### config.mk
export PLATFORM = sky130hd
export DESIGN_NAME = vcard_profile_validator
export DESIGN_NICKNAME = d
export VERILOG_FILES = /design/src/hdl/vpv_pkg.sv /design/src/hdl/vpv_step.sv /design/src/hdl/vcard_profile_validator.sv
export SDC_FILE = /design/constraint.sdc
export NUM_CORES = 1
export LEC_CHECK = 0
export BUFFER_PORTS_ARGS = -buffer_cell sky130_fd_sc_hd__buf_4
export CORE_ASPECT_RATIO = 0.8
export CORE_MARGIN = 2
export CORE_UTILIZATION = 35
export CTS_CLUSTER_DIAMETER = 60
export DETAILED_ROUTE_END_ITERATION = 6
export HOLD_SLACK_MARGIN = 0.12
export PLACE_DENSITY = 0.58
export SYNTH_ARGS = -nofsm -noshare
export SYNTH_HDL_FRONTEND = slang
export SYNTH_SLANG_ARGS = --single-unit
### constraint.sdc
create_clock -name aclk -period 6.8 [get_ports aclk]
set_input_delay 0.34 -clock aclk [delete_from_list [all_inputs] [get_ports aclk]]
set_output_delay 0.34 -clock aclk [all_outputs]
set_load 0.01 [all_outputs]
### src/hdl/vpv_pkg.sv
// shared types, constants and pattern tables for the vcard profile validator
package vpv_pkg;

    localparam int PAT_COUNT = 9;
    localparam int PAT_CHARS = 11;
    localparam int PAT_BITS  = PAT_CHARS * 8;

    localparam logic [3:0] LEN_SAT = 4'd12;

    localparam logic [3:0] P_BEGIN   = 4'd0;
    localparam logic [3:0] P_VERSION = 4'd1;
    localparam logic [3:0] P_FN      = 4'd2;
    localparam logic [3:0] P_ORG     = 4'd3;
    localparam logic [3:0] P_ADR     = 4'd4;
    localparam logic [3:0] P_TEL     = 4'd5;
    localparam logic [3:0] P_EMAIL   = 4'd6;
    localparam logic [3:0] P_ENDPFX  = 4'd7;
    localparam logic [3:0] P_END     = 4'd8;

    localparam logic [3:0] PAT_LEN [PAT_COUNT] =
        '{4'd11, 4'd11, 4'd3, 4'd4, 4'd4, 4'd4, 4'd6, 4'd4, 4'd9};

    localparam logic [PAT_COUNT-1:0] MASK_ALL = '1;

    localparam logic [7:0] CH_CR      = 8'h0D;
    localparam logic [7:0] CH_LF      = 8'h0A;
    localparam logic [7:0] CH_TAB     = 8'h09;
    localparam logic [7:0] CH_SPACE   = 8'h20;
    localparam logic [7:0] CH_UPPER_A = 8'h41;
    localparam logic [7:0] CH_UPPER_Z = 8'h5A;
    localparam logic [7:0] CASE_DELTA = 8'h20;

    typedef enum logic [1:0] {
        PH_BEGIN   = 2'd0,
        PH_VERSION = 2'd1,
        PH_BODY    = 2'd2,
        PH_DONE    = 2'd3
    } phase_t;

    typedef enum logic [3:0] {
        ST_VALID       = 4'd0,
        ST_PREMATURE   = 4'd1,
        ST_LONE_CR     = 4'd2,
        ST_NO_CRLF     = 4'd3,
        ST_BAD_BEGIN   = 4'd4,
        ST_BAD_VERSION = 4'd5,
        ST_UNEXPECTED  = 4'd6,
        ST_BAD_END     = 4'd7,
        ST_TRAILING    = 4'd8,
        ST_NO_FN       = 4'd9,
        ST_NO_CONTACT  = 4'd10
    } status_t;

    typedef struct packed {
        phase_t                 phase;
        logic [3:0]             line_length;
        logic [PAT_COUNT-1:0]   match_mask;
        logic                   pending_cr;
        logic                   pending_crlf;
        logic                   name_seen;
        logic                   contact_seen;
        status_t                error_code;
    } state_t;

    localparam state_t STATE_RESET = '{
        phase:        PH_BEGIN,
        line_length:  4'd0,
        match_mask:   MASK_ALL,
        pending_cr:   1'b0,
        pending_crlf: 1'b0,
        name_seen:    1'b0,
        contact_seen: 1'b0,
        error_code:   ST_VALID
    };

    function automatic logic [7:0] pat_byte(input logic [3:0] k, input logic [3:0] pos);
        logic [PAT_BITS-1:0] text;
        logic [7:0]          ch;
        case (k)
            P_BEGIN:   text = "begin:vcard";
            P_VERSION: text = "version:4.0";
            P_FN:      text = {"fn:", 64'h0};
            P_ORG:     text = {"org:", 56'h0};
            P_ADR:     text = {"adr:", 56'h0};
            P_TEL:     text = {"tel:", 56'h0};
            P_EMAIL:   text = {"email:", 40'h0};
            P_ENDPFX:  text = {"end:", 56'h0};
            P_END:     text = {"end:vcard", 16'h0};
            default:   text = '0;
        endcase
        if (int'(pos) < PAT_CHARS) begin
            ch = text[(PAT_CHARS - 1 - int'(pos)) * 8 +: 8];
        end else begin
            ch = 8'h00;
        end
        return ch;
    endfunction

endpackage

### src/hdl/vpv_step.sv
// per-item line unfolding, pattern matching and status logic
module vpv_step (
    input  vpv_pkg::state_t  state_cur,
    input  logic [7:0]       data_byte,
    input  logic             last_byte,
    output vpv_pkg::state_t  state_next,
    output vpv_pkg::status_t status
);
    import vpv_pkg::*;

    state_t consumed;

    function automatic state_t feed(input state_t s, input logic [7:0] c);
        state_t     r;
        logic [7:0] lc;
        r  = s;
        lc = (c >= CH_UPPER_A && c <= CH_UPPER_Z) ? c + CASE_DELTA : c;
        for (int k = 0; k < PAT_COUNT; k++) begin
            if (s.line_length < PAT_LEN[k] && pat_byte(4'(k), s.line_length) != lc) begin
                r.match_mask[k] = 1'b0;
            end
        end
        if (s.line_length < LEN_SAT) begin
            r.line_length = s.line_length + 4'd1;
        end
        return r;
    endfunction

    function automatic logic exact(input state_t s, input logic [3:0] k);
        return s.match_mask[k] && s.line_length == PAT_LEN[k];
    endfunction

    function automatic logic prefix(input state_t s, input logic [3:0] k);
        return s.match_mask[k] && s.line_length >= PAT_LEN[k];
    endfunction

    function automatic state_t end_line(input state_t s);
        state_t r;
        r = s;
        case (s.phase)
            PH_BEGIN: begin
                if (exact(s, P_BEGIN)) r.phase = PH_VERSION;
                else r.error_code = ST_BAD_BEGIN;
            end
            PH_VERSION: begin
                if (exact(s, P_VERSION)) r.phase = PH_BODY;
                else r.error_code = ST_BAD_VERSION;
            end
            PH_BODY: begin
                if (prefix(s, P_FN)) begin
                    r.name_seen = 1'b1;
                end else if (prefix(s, P_ORG) || prefix(s, P_ADR) || prefix(s, P_TEL)
                             || prefix(s, P_EMAIL)) begin
                    r.contact_seen = 1'b1;
                end else if (prefix(s, P_ENDPFX)) begin
                    if (exact(s, P_END)) r.phase = PH_DONE;
                    else r.error_code = ST_BAD_END;
                end else begin
                    r.error_code = ST_UNEXPECTED;
                end
            end
            default: begin
            end
        endcase
        r.line_length = 4'd0;
        r.match_mask  = MASK_ALL;
        return r;
    endfunction

    function automatic status_t final_checks(input state_t s);
        status_t r;
        if (!s.name_seen) r = ST_NO_FN;
        else if (!s.contact_seen) r = ST_NO_CONTACT;
        else r = ST_VALID;
        return r;
    endfunction

    // consume one byte
    always_comb begin
        state_t s;
        logic   go;
        s  = state_cur;
        go = 1'b0;
        if (s.error_code == ST_VALID) begin
            if (s.phase == PH_DONE) begin
                s.error_code = ST_TRAILING;
            end else begin
                go = 1'b1;
                if (s.pending_crlf) begin
                    s.pending_crlf = 1'b0;
                    if (data_byte == CH_SPACE || data_byte == CH_TAB) begin
                        go = 1'b0;
                    end else begin
                        s = end_line(s);
                        if (s.error_code != ST_VALID) begin
                            go = 1'b0;
                        end else if (s.phase == PH_DONE) begin
                            s.error_code = ST_TRAILING;
                            go = 1'b0;
                        end
                    end
                end else if (s.pending_cr) begin
                    s.pending_cr = 1'b0;
                    if (data_byte == CH_LF) begin
                        s.pending_crlf = 1'b1;
                        go = 1'b0;
                    end else begin
                        s = feed(s, CH_CR);
                    end
                end
                if (go) begin
                    if (data_byte == CH_CR) s.pending_cr = 1'b1;
                    else s = feed(s, data_byte);
                end
            end
        end
        consumed = s;
    end

    // next state: back to reset after the last byte of a card
    always_comb begin
        if (last_byte) state_next = STATE_RESET;
        else state_next = consumed;
    end

    // status of the card, meaningful on the last byte
    always_comb begin
        state_t s;
        s = end_line(consumed);
        if (consumed.error_code != ST_VALID) begin
            status = consumed.error_code;
        end else if (consumed.pending_cr) begin
            status = ST_LONE_CR;
        end else if (consumed.pending_crlf) begin
            if (s.error_code != ST_VALID) status = s.error_code;
            else if (s.phase == PH_DONE) status = final_checks(s);
            else status = ST_PREMATURE;
        end else if (consumed.phase == PH_DONE) begin
            status = final_checks(consumed);
        end else begin
            status = ST_NO_CRLF;
        end
    end

endmodule

### src/hdl/vcard_profile_validator.sv
// top level of the vcard profile validator: item register, state and status register
// Takes one byte of a vCard per cycle and gives one status item on the byte marked
// last, then clears itself for the next card. Throughput is one byte per clock,
// sustained while the status item is taken; the status is registered once its last
// byte, held in the input register, fires. Each held byte passes the single-pass
// unfold and match logic (nine case-folded byte compares and the line checks)
// between the input register and the status register. Input stalls only while a
// last byte waits behind a status item that has not been taken.
module vcard_profile_validator (
    input  logic       aclk,
    input  logic       aresetn,
    input  logic       s_valid,
    output logic       s_ready,
    input  logic [7:0] s_data_byte,
    input  logic       s_last_byte,
    output logic       m_valid,
    input  logic       m_ready,
    output logic [3:0] m_status
);
    import vpv_pkg::*;

    logic       in_valid_reg;
    logic       in_valid_next;
    logic [7:0] in_byte_reg;
    logic       in_last_reg;
    state_t     state_reg;
    state_t     state_next;
    logic       out_valid_reg;
    logic       out_valid_next;
    status_t    status_reg;
    status_t    step_status;
    logic       fire;

    vpv_step u_step (
        .state_cur  (state_reg),
        .data_byte  (in_byte_reg),
        .last_byte  (in_last_reg),
        .state_next (state_next),
        .status     (step_status)
    );

    assign fire    = in_valid_reg && (!in_last_reg || !out_valid_reg || m_ready);
    assign s_ready = !in_valid_reg || fire;

    always_comb begin
        if (s_valid && s_ready) in_valid_next = 1'b1;
        else if (fire) in_valid_next = 1'b0;
        else in_valid_next = in_valid_reg;
    end

    always_comb begin
        if (fire && in_last_reg) out_valid_next = 1'b1;
        else if (m_ready) out_valid_next = 1'b0;
        else out_valid_next = out_valid_reg;
    end

    always_ff @(posedge aclk) begin
        if (!aresetn) begin
            in_valid_reg  <= 1'b0;
            out_valid_reg <= 1'b0;
            state_reg     <= STATE_RESET;
        end else begin
            in_valid_reg  <= in_valid_next;
            out_valid_reg <= out_valid_next;
            if (fire) begin
                state_reg <= state_next;
            end
        end
    end

    always_ff @(posedge aclk) begin
        if (s_valid && s_ready) begin
            in_byte_reg <= s_data_byte;
            in_last_reg <= s_last_byte;
        end
        if (fire && in_last_reg) begin
            status_reg <= step_status;
        end
    end

    assign m_valid  = out_valid_reg;
    assign m_status = status_reg;

`ifndef ASSERT_OFF
    a_last_gives_item: assert property (@(posedge aclk) disable iff (!aresetn)
        fire && in_last_reg |=> m_valid)
        else $error("last byte did not produce a status item");

    a_clear_after_card: assert property (@(posedge aclk) disable iff (!aresetn)
        fire && in_last_reg |=> state_reg.phase == PH_BEGIN
            && state_reg.error_code == ST_VALID && !state_reg.pending_cr
            && !state_reg.pending_crlf)
        else $error("state not cleared after last byte");

    a_error_latched: assert property (@(posedge aclk) disable iff (!aresetn)
        state_reg.error_code != ST_VALID && !(fire && in_last_reg)
            |=> $stable(state_reg.error_code))
        else $error("latched error changed within a card");

    a_stall_cause: assert property (@(posedge aclk) disable iff (!aresetn)
        !s_ready |-> in_valid_reg && in_last_reg && m_valid && !m_ready)
        else $error("input stalled without a waiting status item");
`endif

endmodule
# Word level (Yosys, flattened, before mapping)
# Index checks and enable logic that the tools add are counted.
[op_classes]
addsub = 5
order_cmp = 22
eq_ne = 34
shift = 18
n_mux = 281
reduce_logical = 61
[op_table]
columns = ["cell", "n"]
rows = [
  ["2-to-1 mux 88 bit", 81],
  ["variable part select 88 x 32 -> 8 bit", 18],
  ["2-to-1 mux 8 bit", 100],
  ["2-to-1 mux 23 bit", 6],
  ["2-to-1 mux 4 bit", 29],
  ["!= test 8 x 4 -> 1 bit (second input constant)", 9],
  ["!= test 8 bit", 9],
  ["2-to-1 mux 21 bit", 2],
  ["logical AND 1 bit", 40],
  ["2-to-1 mux 1 bit", 36],
  ["2-to-1 mux 2 bit", 18],
  ["< comparator 4 bit (second input constant)", 8],
  ["== test 8 x 4 -> 1 bit (second input constant)", 3],
  ["case mux 4 bit (3 select lines)", 2],
  ["2-to-1 mux 19 bit", 1],
  ["== test 4 bit (second input constant)", 4],
  [">= comparator 4 x 3 -> 1 bit (second input constant)", 4],
  ["< comparator 4 x 3 -> 1 bit (second input constant)", 4],
  ["2-to-1 mux 14 bit", 1],
  ["2-to-1 mux 13 bit", 1],
  ["== test 2 bit (second input constant)", 6],
  ["case mux 2 bit (3 select lines)", 2],
  ["nonzero test 4 bit", 3],
  ["logical OR 1 bit", 10],
  ["other kinds (14)", 24],
]
[totals]
regBits = 38
inputBits = 13
output_inout_bits = 6

# Longest topological paths before layout
# Gate-level depths: netlist of the first run.
[depth]
ltp_word = 50
mapped_depth = 21
depth_no_buf = 19

# Modules after synthesis
# Synthesis of the first run repeated with hierarchy kept, for this count alone.
[unflattened]
hier_cells = 715
area_unflattened_um2 = 5144.9
[by_module_without_submodules]
columns = ["mod", "instances", "cells_each", "area_each_um2", "seq_area_each_um2"]
rows = [
  ["vpv_step", 1, 591, 3652.3, 0.0],
  ["vcard_profile_validator", 1, 124, 1492.7, 890.9],
]

# Worst setup path before layout of the first run
# OpenSTA, ideal clock, no wires.
[synth_timing]
kind = "reg-to-reg"
from = "register in_byte_reg[2]"
to = "register status_reg[0] (netlist: m_status[0]) (data pin)"
arrival_time_ns = 4.721
setup_slack_ns = 1.808
path_stages_with_launch = 21
n_path_buf = 2
cell_sequence = "edfxtp_1 -> nor4b_4 -> a32o_2 -> nor2_1 -> buf_2 -> nor2_1 -> clkbuf_1 -> ha_1 -> clkinv_1 -> nand2_1 -> a21oi_1 -> a311oi_2 -> nand2b_1 -> o32ai_1 -> a2111oi_2 -> nand4_1 -> o311ai_2 -> nor3b_2 -> and3_1 -> o41ai_2 -> o41ai_2"
[synth_between]
elab_chain_cells = 33
[synth_rtl]
columns = ["item", "line", "source"]
rows = [
  ["start, declared", "vcard_profile_validator.sv:24", "logic [7:0] in_byte_reg;"],
  ["start signal, assigned", "vcard_profile_validator.sv:73", "in_byte_reg <= s_data_byte;"],
  ["== test 8 x 4 -> 1 bit (tied with other cells)", "vpv_step.sv:104", "if (data_byte == CH_LF) begin"],
  ["2-to-1 mux 14 bit / logical OR 1 bit (equally long branches)", "vpv_step.sv:104, vpv_step.sv:91", ""],
  ["2-to-1 mux 21 bit / 2-to-1 mux 23 bit (equally long branches)", "vpv_step.sv:102, vpv_step.sv:91", ""],
  ["2-to-1 mux 23 bit", "vpv_step.sv:89", "if (s.pending_crlf) begin"],
  ["2-to-1 mux 23 bit", "vpv_step.sv:85", "if (s.phase == PH_DONE) begin"],
  ["2-to-1 mux 23 bit", "vpv_step.sv:84", "if (s.error_code == ST_VALID) begin"],
  ["subtractor 4 x 4 -> 5 bit", "vpv_pkg.sv:92", "ch = text[(PAT_CHARS - 1 - int'(pos)) * 8 +: 8];"],
  ["variable part select 88 x 32 -> 8 bit", "vpv_pkg.sv:92", ""],
  ["[18 not listed]", "--", ""],
  ["case mux 2 bit (3 select lines)", "vpv_step.sv:40", "case (s.phase)"],
  ["== test 2 bit", "vpv_step.sv:136", "else if (s.phase == PH_DONE) status = final_checks(s);"],
  ["2-to-1 mux 4 bit", "vpv_step.sv:136", ""],
  ["2-to-1 mux 4 bit", "vpv_step.sv:135", "if (s.error_code != ST_VALID) status = s.error_code;"],
  ["2-to-1 mux 4 bit", "vpv_step.sv:134", "end else if (consumed.pending_crlf) begin"],
  ["2-to-1 mux 4 bit", "vpv_step.sv:132", "end else if (consumed.pending_cr) begin"],
  ["2-to-1 mux 4 bit *", "vpv_step.sv:130", "if (consumed.error_code != ST_VALID) begin"],
  ["via step_status[0]", "vcard_profile_validator.sv:31", "status_t step_status;"],
  ["end signal, assigned", "vcard_profile_validator.sv:77", "status_reg <= step_status;"],
  ["end, declared", "vcard_profile_validator.sv:30", "status_t status_reg;"],
]
# The timed path passes the listed nets; every way through them passes the cells marked *. The select of a mux whose other input is x is not followed.
# A chain may end at the register's enable or synchronous reset.

# Final worst setup path of the first run
[layout_timing]
from = "register in_byte_reg[4]"
to = "register status_reg[0] (netlist: m_status[0]) (data pin)"
# Same word-level chain as after synthesis.

==> results of run 1 <==
[Yosys cell counts (5+ instances only)]
library cell	count
nand2_1	72
nor2_1	63
a21oi_1	38
o21ai_0	38
nor3_1	29
nand3_1	28
clkbuf_1	27
dfxtp_1	25
inv_1	15
nor2b_1	15
a31oi_1	14
edfxtp_1	13
nand4_1	13
xnor2_1	13
buf_2	11
mux2i_1	11
a22oi_1	10
and2_1	9
o221ai_1	8
a21o_1	7
o21a_1	7
o21ai_1	7
or3_1	7
a211o_1	6
a211oi_1	6
a21boi_0	6
and3_1	6
ha_1	6
o211ai_1	6
o22ai_1	6
o31ai_1	6
mux2_2	5
nand2b_1	5
nor4_1	5
[cell usage in the layout, fill, tap and decap left out, types with 13 or more instances in the layout]
master	synthesis	layout
nand4_1	13	13
dfxtp_1	25	25
o21ai_0	38	38
inv_1	15	15
buf_4	1	40
a31oi_1	14	14
edfxtp_1	13	13
nor2b_1	15	15
nand3_1	28	28
nand2_1	72	72
xnor2_1	13	13
nor3_1	29	29
a21oi_1	38	38
nor2_1	63	63
[layout make-up]
class	count	share of cell area (%)
Inverter	17	1.19
Tap cell	180	4.20
Clock buffer	6	2.80
Sequential cell	38	16.6
Multi-Input combinational cell	561	68.9
Timing Repair Buffer	40	5.60
Clock inverter	2	0.723
[worst register-to-register path, stage by stage, from the launching register on]
cell	delay (ns)
edfxtp_1	0.64
nor4b_4	0.70
a211oi_2	0.27
xnor2_1	0.35
nor2_1	0.07
buf_4	0.19
ha_1	0.31
inv_1	0.38
nand3_1	0.45
nand4_1	0.38
mux2_2	0.36
or3_1	0.37
a2111oi_0	0.56
o22a_1	0.24
and3_1	0.16
and3_1	0.17
o41ai_2	0.07
o41ai_2	0.06
[worst min path at each step]
stage / startpoint / to / slack, ns / cells past startpoint
floorplan: s_data_byte[0] / in_byte_reg[0] / 0.44 / 0
global placement: state_reg[4] / state_reg[4] / 0.51 / 2
detailed placement: s_last_byte / in_last_reg / 0.52 / 1
CTS: s_last_byte / in_last_reg / 0.22 / 1
global route: s_last_byte / in_last_reg / 0.22 / 1
finish: s_last_byte / in_last_reg / 0.22 / 1
[power by group through the flow]
stage               logic (mW)  registers, mW  clock network, mW
finish                   0.123          0.259              0.297
global route             0.130          0.259              0.309
CTS                      0.118          0.258              0.299
detailed placement       0.117          0.263                  0
global placement         0.118          0.262                  0
floorplan               0.0824          0.255                  0
[per-stage QoR]
| stage | util [%] | instances | area, um2 | setup WS, ns |
|---|---|---|---|---|
| CTS | 39.7 | 844 | 5370 | 1.07 |
| finish | 39.7 | 844 | 5370 | 0.878 |
| detailed placement | 38.3 | 836 | 5180 | 1.08 |
| floorplan | - | 658 | 4820 | 1.81 |
| global route | 39.7 | 844 | 5370 | 0.654 |
| global placement | 38.3 | 836 | 5180 | 1.05 |
[routing by layer]
layer | wire length [um] | vias up
met4 | 403 | 0
met5 | 0 | -
met1 | 8810 | 2711
li1 | - | 2562
met2 | 8270 | 422
met3 | 2740 | 55
[cell families after synthesis]
kind of cell             share of synthesized area [%]
AND/OR/NAND/NOR                                   30.2
AO/OA/AOI/OAI                                     38.4
buffers and inverters                             4.98
flip-flops                                        18.5
multiplexers                                      3.69
XOR/XNOR                                          2.73
adder cells (fa/ha/maj)                           1.56
==> impl_metrics.env, run 1 <==
export IMPL_syn_area_per_cell_um2=7.33
export IMPL_wl_per_cell_um=24.0
export IMPL_max_freq_ghz=0.169
export IMPL_fp_dieH_um=109
export IMPL_ys_ff_latch=38
export IMPL_rr_worst_depth=17
export IMPL_power_density_nw_per_um2=127
export IMPL_p_leak_nw=1.87
export IMPL_final_hold_viol_count=0
export IMPL_netSwitchingFraction_pct=28.9
export IMPL_seq_power_share_pct=38.1
export IMPL_crit_slowest_cell="nor4b_4"
export IMPL_vias=5750
export IMPL_clock_sinks=38
export IMPL_crit_fanout=15
export IMPL_synth_top_area_share_pct=10.4
export IMPL_rrSetupSlack_ns=0.88
export IMPL_regArea_um2=891
export IMPL_skew_ns=0.00597
export IMPL_intPower_uw=483
export IMPL_clock_latency_ns=0.29
export IMPL_tns_ns=0
export IMPL_pwr_share_clk_pct=43.8
export IMPL_grt_first_pass_wirelength_um=30800
export IMPL_routed_wl_um=20200
export IMPL_crit_type="reg -> reg"
export IMPL_p_comb_share_pct=18.1
export IMPL_layout_drive_gt1_share_pct=13.7
export IMPL_synthTopCellsByArea="dfxtp_1, edfxtp_1, nand2_1, nor2_1, a21oi_1"
export IMPL_finalCriticalPeriod_ns=5.92
export IMPL_finalSetupViolCount=0
export IMPL_async_flop_share_pct=0
export IMPL_power_total_uw=679
export IMPL_clk_pin_slew_worst_paths_ns=0.06
export IMPL_groute_layer_met1_usage_pct=39.5
export IMPL_worstSetupPathDepth=17
export IMPL_use_met2_pct=39.3
export IMPL_grt_max_degree=24
export IMPL_viasPerCell=6.81
export IMPL_max_slew_margin_pct=27.4
export IMPL_fp_row_count=38
export IMPL_crit_buf_inv=2
export IMPL_cts_buffers=5
export IMPL_fin_hold_ws_ns=0.222
export IMPL_worst_pin_slew_ns=1.08
export IMPL_antenna_found_initial=0
export IMPL_seq_area_frac_synth_pct=18.5
export IMPL_grt_pass1_vias=5149
export IMPL_critPathLaunchType="register"
export IMPL_n_antenna_cell=0
export IMPL_port_buffers=18
export IMPL_synth_edf_count=13
export IMPL_period_share_pct=87.1
export IMPL_setup_worst_path_start="in_byte_reg[4]"
export IMPL_switching_power_uw=196
export IMPL_place_gp_congestion=1.05
export IMPL_grt_overflow_total=0
export IMPL_slowest_delay_ns=0.70
export IMPL_final_max_slew_violation_count=0
export IMPL_synth_nets=677
export IMPL_first_pass_iters=6
export IMPL_largest_reg_flops=23
export IMPL_rsz0062_at_grt="false"
export IMPL_syn_inst=658
export IMPL_multi_input_comb_area_um2=3700
export IMPL_yosys_warnings=0
export IMPL_root_buffer="clkbuf_16"
export IMPL_ys_types=99
export IMPL_drc=0
export IMPL_start_util_pct=35.7
export IMPL_h_tree_depth=2
export IMPL_clockBufferDepth=2
export IMPL_peakVddDrop_mv=0.100
export IMPL_final_antenna_net_count=0
export IMPL_fillers=1423
export IMPL_critPathTopFamily="simple AND/OR/NAND/NOR gates"
export IMPL_reg2reg_from="in_byte_reg[4]"
export IMPL_drv_cap=0
export IMPL_crit_chain="nor4b_4 > a211oi_2 > xnor2_1 > nor2_1 > buf_4 > ha_1 > inv_1 > nand3_1 > nand4_1 > mux2_2 > or3_1 > a2111oi_0 > o22a_1 > and3_1 > and3_1 > o41ai_2 > o41ai_2"
export IMPL_status="completed"
export IMPL_yosysTopAreaCell="dfxtp_1"
export IMPL_initialDrtViolationCount=908
export IMPL_hold_class="in -> reg"
export IMPL_fp_dieArea_um2=14700
export IMPL_die_w_um=135
export IMPL_post_cts_buffers=0
export IMPL_syn2layout_area_growth_pct=11.3
export IMPL_core_um2=13500
export IMPL_ys_flop_type="dfxtp_1"
export IMPL_endpoint="m_status[0]"
export IMPL_cp_end_kind="register"
export IMPL_io_pins=19
export IMPL_holdBufCountCts=0
export IMPL_finalNetCount=682
export IMPL_r2r_end="m_status[0]"
export IMPL_grt_usage_pct=27.2
export IMPL_cp_arrival_ns=6.04
export IMPL_use_met3_pct=8.32
export IMPL_post_dp_hpwl_um=15300
export IMPL_cp_required_ns=6.92
export IMPL_cts_tree="yes"
export IMPL_synthesis_area_um2=4820
export IMPL_busiest_layer="met1"
export IMPL_cts_resized=0
No activity file was read; power rests on OpenSTA's default activity.
==> run 2, diff against run 1 <==
CORE_MARGIN = unset   (was 2)
==> run 2 against run 1 <==
  * Sequential share of layout area barely moved
  * Clock power barely moved
  * Critical path depth rose by 2
  * Power fell by 0.11%
  * Clock skew rose by 0.0012 ns
  * Sequential cell count did not move
  * Via count rose by 1.3%
  * Setup slack improved by 0.093 ns
  * Register-to-register slack improved by 0.09 ns
  * Final area fell by 0.12%
  * Critical path type unchanged
==> impl_metrics.env, run 2 (synthesis gave the netlist of run 1 again) <==
export IMPL_viasPerCell=6.95
export IMPL_fp_dieH_um=107
export IMPL_port_buffers=18
export IMPL_grt_first_pass_wirelength_um=31500
export IMPL_crit_chain="buf_4 > nor4b_4 > buf_4 > a211oi_2 > nor2_1 > a22oi_1 > inv_1 > ha_1 > inv_1 > nand3_1 > nand4_1 > mux2_2 > or3_1 > a2111oi_0 > o22a_1 > and3_1 > and3_1 > o41ai_2 > o41ai_2"
export IMPL_rsz0062_at_grt="false"
export IMPL_r2r_end="m_status[0]"
export IMPL_skew_ns=0.00718
export IMPL_grt_max_degree=25
export IMPL_n_antenna_cell=0
export IMPL_clock_sinks=38
export IMPL_worst_pin_slew_ns=1.18
export IMPL_root_buffer="clkbuf_16"
export IMPL_crit_fanout=13
export IMPL_seq_power_share_pct=38.2
export IMPL_wl_per_cell_um=24.4
export IMPL_finalCriticalPeriod_ns=5.83
export IMPL_post_dp_hpwl_um=15400
export IMPL_clockBufferDepth=2
export IMPL_cp_required_ns=6.90
export IMPL_period_share_pct=85.7
export IMPL_grt_pass1_vias=5350
export IMPL_netSwitchingFraction_pct=28.7
export IMPL_cts_resized=0
export IMPL_max_slew_margin_pct=21.4
export IMPL_post_cts_buffers=0
export IMPL_drv_cap=0
export IMPL_layoutNonFillerInstCount=839
export IMPL_final_antenna_net_count=0
export IMPL_final_hold_viol_count=0
export IMPL_tns_ns=0
export IMPL_rr_worst_depth=19
export IMPL_antenna_found_initial=0
export IMPL_cp_arrival_ns=5.93
export IMPL_switching_power_uw=195
export IMPL_dp_cells=831
export IMPL_cts_buffers=5
export IMPL_io_pins=19
export IMPL_pwr_share_clk_pct=43.5
export IMPL_grt_usage_pct=28.9
export IMPL_h_tree_depth=2
export IMPL_p_leak_nw=1.87
export IMPL_syn2layout_area_growth_pct=11.2
export IMPL_vias=5827
export IMPL_start_util_pct=36.7
export IMPL_core_um2=13100
export IMPL_grt_overflow_total=0
export IMPL_holdBufCountCts=0
export IMPL_final_area_um2=5360
export IMPL_hold_class="in -> reg"
export IMPL_slowest_delay_ns=0.54
export IMPL_power_density_nw_per_um2=127
export IMPL_final_common_cell="nand2_1"
export IMPL_p_comb_share_pct=18.3
export IMPL_intPower_uw=483
export IMPL_worstHoldEndpoint="in_last_reg"
export IMPL_place_gp_congestion=0.981
export IMPL_peakVddDrop_mv=0.0991
export IMPL_status="completed"
export IMPL_final_cell_mix="nand2_1, nor2_1, buf_4"
export IMPL_max_freq_ghz=0.172
export IMPL_critPathLaunchType="register"
export IMPL_power_total_uw=678
export IMPL_drc=0
export IMPL_finalNetCount=682
export IMPL_crit_type="reg -> reg"
export IMPL_final_max_slew_violation_count=0
export IMPL_clock_latency_ns=0.29
export IMPL_place_area_um2=5170
export IMPL_fp_row_count=37
export IMPL_largest_reg_flops=23
export IMPL_fp_dieArea_um2=14300
export IMPL_cp_end_kind="register"
export IMPL_finalSetupViolCount=0
export IMPL_initialDrtViolationCount=845
export IMPL_routed_wl_um=20400
export IMPL_rrSetupSlack_ns=0.97
export IMPL_die_w_um=133
export IMPL_hp_start="s_last_byte"
export IMPL_cts_tree="yes"
export IMPL_first_pass_iters=7
export IMPL_layout_drive_gt1_share_pct=13.7
export IMPL_reg2reg_from="in_byte_reg[3]"
export IMPL_hold_path_depth=1
export IMPL_clk_pin_slew_worst_paths_ns=0.06
export IMPL_crit_slowest_cell="edfxtp_1"
==> run 2: worst max-delay path, delay by kind of cell (launching register included) <==
| kind | cells | cell delay, ns |
|---|---|---|
| simple gates | 7 | 1.80 |
| compound gates | 6 | 1.66 |
| buf+inv | 4 | 0.96 |
| flops | 1 | 0.54 |
| mux | 1 | 0.36 |
| fa+ha+maj | 1 | 0.32 |
==> run 2: worst max-delay path by stage <==
stage	startpoint	endpoint	slack [ns]	depth (start not counted)
after detailed placement	in_byte_reg[3]	m_status[0]	1.06	19
after CTS	in_byte_reg[3]	m_status[0]	1.03	19
after global routing	in_byte_reg[3]	m_status[0]	0.68	19
final	in_byte_reg[3]	m_status[0]	0.97	19
after floorplan	in_byte_reg[2]	m_status[0]	1.81	20
after global placement	in_byte_reg[3]	m_status[0]	1.08	19
==> run 2: cell type report <==
type	count	area, um2
Fill cell	1378	7790
Multi-Input combinational cell	561	3700
Sequential cell	38	891
Timing Repair Buffer	40	300
Tap cell	175	219
Clock buffer	6	150
Inverter	17	63.8
Clock inverter	2	38.8
==> run 2: routing by layer <==
layer	global-route usage (%)	vias up	wire, um
li1	-	2561	-
met2	40.4	456	8250
met3	8.09	43	2760
met4	7.87	0	548
met1	42.5	2767	8890
met5	0	-	0
==> run 2: metrics by stage <==
stage               hold WS [ns]  util, %  setup WS, ns
floorplan                  0.439        -          1.81
global placement           0.514     39.3          1.08
detailed placement         0.511     39.3          1.06
CTS                        0.218     40.8          1.03
global route               0.216     40.8         0.683
finish                     0.222     40.8         0.971
==> run 2: power groups by stage <==
stage / clock (mW) / sequential [mW] / combinational (mW)
finish: 0.295 / 0.259 / 0.124
detailed placement: 0 / 0.263 / 0.119
floorplan: 0 / 0.255 / 0.0824
CTS: 0.300 / 0.258 / 0.120
global placement: 0 / 0.263 / 0.120
global route: 0.309 / 0.260 / 0.132
==> run 3, diff against run 2 <==
REMOVE_ABC_BUFFERS = 1   (was unset)
SLEW_MARGIN = 20   (was unset)
clock period = 6.2 ns   (was 6.8 ns; I/O delays follow)
==> run 3 against run 2 <==
  * Routed wire length decreased by 2.0%
  * Via count down 0.26%
  * Sequential power up 9.7%
  * Largest cell class unchanged
==> impl_metrics.env, run 3 (synthesis gave the netlist of run 1 again) <==
export IMPL_vias=5812
export IMPL_root_buffer="clkbuf_16"
export IMPL_wl_per_cell_um=23.6
export IMPL_pwr_share_clk_pct=41.4
export IMPL_initialDrtViolationCount=991
export IMPL_reg2reg_from="in_byte_reg[0]"
export IMPL_groute_layer_met1_usage_pct=43.4
export IMPL_crit_chain="nor4b_4 > a211oi_2 > a22oi_1 > inv_1 > ha_1 > clkinv_1 > buf_4 > o21ai_0 > o211ai_4 > nor2_1 > a31o_1 > a222oi_1 > o31ai_1 > o21ai_1 > nor3b_2 > a31oi_1 > nor3_1 > o41ai_2"
export IMPL_slowest_delay_ns=0.65
export IMPL_use_met3_pct=6.48
export IMPL_start_util_pct=36.7
export IMPL_cp_end_kind="register"
export IMPL_core_um2=13100
export IMPL_critPathLaunchType="register"
export IMPL_drc=0
export IMPL_rrSetupSlack_ns=0.44
export IMPL_grt_pass1_vias=5258
export IMPL_crit_fanout=11
export IMPL_drv_cap=0
export IMPL_fp_dieArea_um2=14300
export IMPL_grt_first_pass_wirelength_um=31200
export IMPL_max_freq_ghz=0.174
export IMPL_clockBufferDepth=2
export IMPL_endpoint="m_status[0]"
export IMPL_holdBufCountCts=0
export IMPL_status="completed"
export IMPL_crit_buf_inv=3
export IMPL_layout_drive_gt1_share_pct=15.0
export IMPL_cp_arrival_ns=5.79
export IMPL_p_comb_share_pct=19.1
export IMPL_routed_wl_um=20000
export IMPL_max_slew_margin_pct=24.4
export IMPL_netSwitchingFraction_pct=29.5
export IMPL_largest_reg_flops=23
export IMPL_fin_hold_ws_ns=0.196
export IMPL_n_antenna_cell=0
export IMPL_h_tree_depth=2
export IMPL_rr_worst_depth=18
export IMPL_syn2layout_area_growth_pct=12.3
export IMPL_clock_sinks=38
export IMPL_seq_power_share_pct=39.5
export IMPL_worstSetupPathDepth=18
export IMPL_viasPerCell=6.85
export IMPL_rsz0062_at_grt="false"
export IMPL_io_pins=19
export IMPL_switching_power_uw=212
export IMPL_use_met2_pct=40.7
export IMPL_final_cell_mix="nand2_1, nor2_1, buf_4"
export IMPL_fp_row_count=37
export IMPL_hold_path_depth=1
export IMPL_fp_dieH_um=107
export IMPL_power_density_nw_per_um2=133
export IMPL_antenna_found_initial=0
export IMPL_final_max_slew_violation_count=0
export IMPL_period_share_pct=93.0
export IMPL_r2r_end="m_status[0]"
export IMPL_p_leak_nw=1.91
export IMPL_post_dp_hpwl_um=15400
export IMPL_cts_tree="yes"
export IMPL_peakVddDrop_mv=0.0957
export IMPL_die_w_um=133
export IMPL_setup_worst_path_start="in_byte_reg[0]"
export IMPL_place_area_um2=5250
export IMPL_final_antenna_net_count=0
export IMPL_worst_pin_slew_ns=1.13
export IMPL_skew_ns=0.00700
export IMPL_finalNetCount=692
export IMPL_final_common_cell="nand2_1"
export IMPL_grt_usage_pct=28.6
export IMPL_tns_ns=0
export IMPL_busiest_layer="met1"
export IMPL_fillers=1382
export IMPL_grt_overflow_total=0
export IMPL_finalSetupViolCount=0
export IMPL_final_hold_viol_count=0
export IMPL_finalCriticalPeriod_ns=5.76
export IMPL_cts_resized=0
export IMPL_clk_pin_slew_worst_paths_ns=0.06
export IMPL_grt_max_degree=24
export IMPL_cts_buffers=5
export IMPL_place_gp_congestion=0.998
export IMPL_first_pass_iters=5
export IMPL_port_buffers=18
export IMPL_post_cts_buffers=0
export IMPL_intPower_uw=506
export IMPL_crit_slowest_cell="nor4b_4"
export IMPL_clock_latency_ns=0.29
export IMPL_final_area_um2=5420
export IMPL_critPathTopFamily="compound AO/OA/AOI/OAI gates"
export IMPL_crit_type="reg -> reg"
export IMPL_cp_required_ns=6.22
export IMPL_hold_class="in -> reg"
## run 3: power by group through the flow
stage | Sequential [mW] | Clock, mW | Combinational (mW)
floorplan | 0.287 | 0 | 0.0790
global placement | 0.288 | 0 | 0.132
detailed placement | 0.288 | 0 | 0.131
CTS | 0.283 | 0.300 | 0.131
global route | 0.285 | 0.313 | 0.146
finish | 0.284 | 0.298 | 0.137
## run 3: metrics by stage
step	worst slack, ns	total power, mW	utilization, %	instances
finish	0.437	0.719	41.2	849
global route	0.178	0.744	41.2	849
CTS	0.617	0.715	41.2	849
detailed placement	0.680	0.419	39.9	841
global placement	0.696	0.420	39.9	841
floorplan	0.661	0.366	-	616
## run 3: cell type report
| class | count | area (um2) | share of cell area [%] |
|---|---|---|---|
| clock inverter | 3 | 45.0 | 0.832 |
| inverter | 17 | 63.8 | 1.18 |
| clock buffer | 5 | 125 | 2.31 |
| timing repair buffer | 50 | 375 | 6.93 |
| sequential | 38 | 891 | 16.5 |
| tap | 175 | 219 | 4.04 |
| multi-input combinational | 561 | 3700 | 68.3 |
## run 3: how the worst min path moves through the flow
stage / startpoint / end / slack [ns]
after CTS: s_data_byte[7] / in_byte_reg[7] / 0.19
final: s_data_byte[7] / in_byte_reg[7] / 0.20
after global placement: state_reg[5] / state_reg[5] / 0.48
after global routing: s_data_byte[4] / in_byte_reg[4] / 0.18
after floorplan: s_data_byte[0] / in_byte_reg[0] / 0.41
after detailed placement: s_data_byte[7] / in_byte_reg[7] / 0.49
## run 3: routing by layer
| metal | vias to the layer above | part of all wire (%) |
|---|---|---|
| met3 | 30 | 13 |
| met5 | - | 0 |
| met2 | 427 | 40 |
| met4 | 0 | 1.4 |
| li1 | 2580 | - |
| met1 | 2775 | 46 |
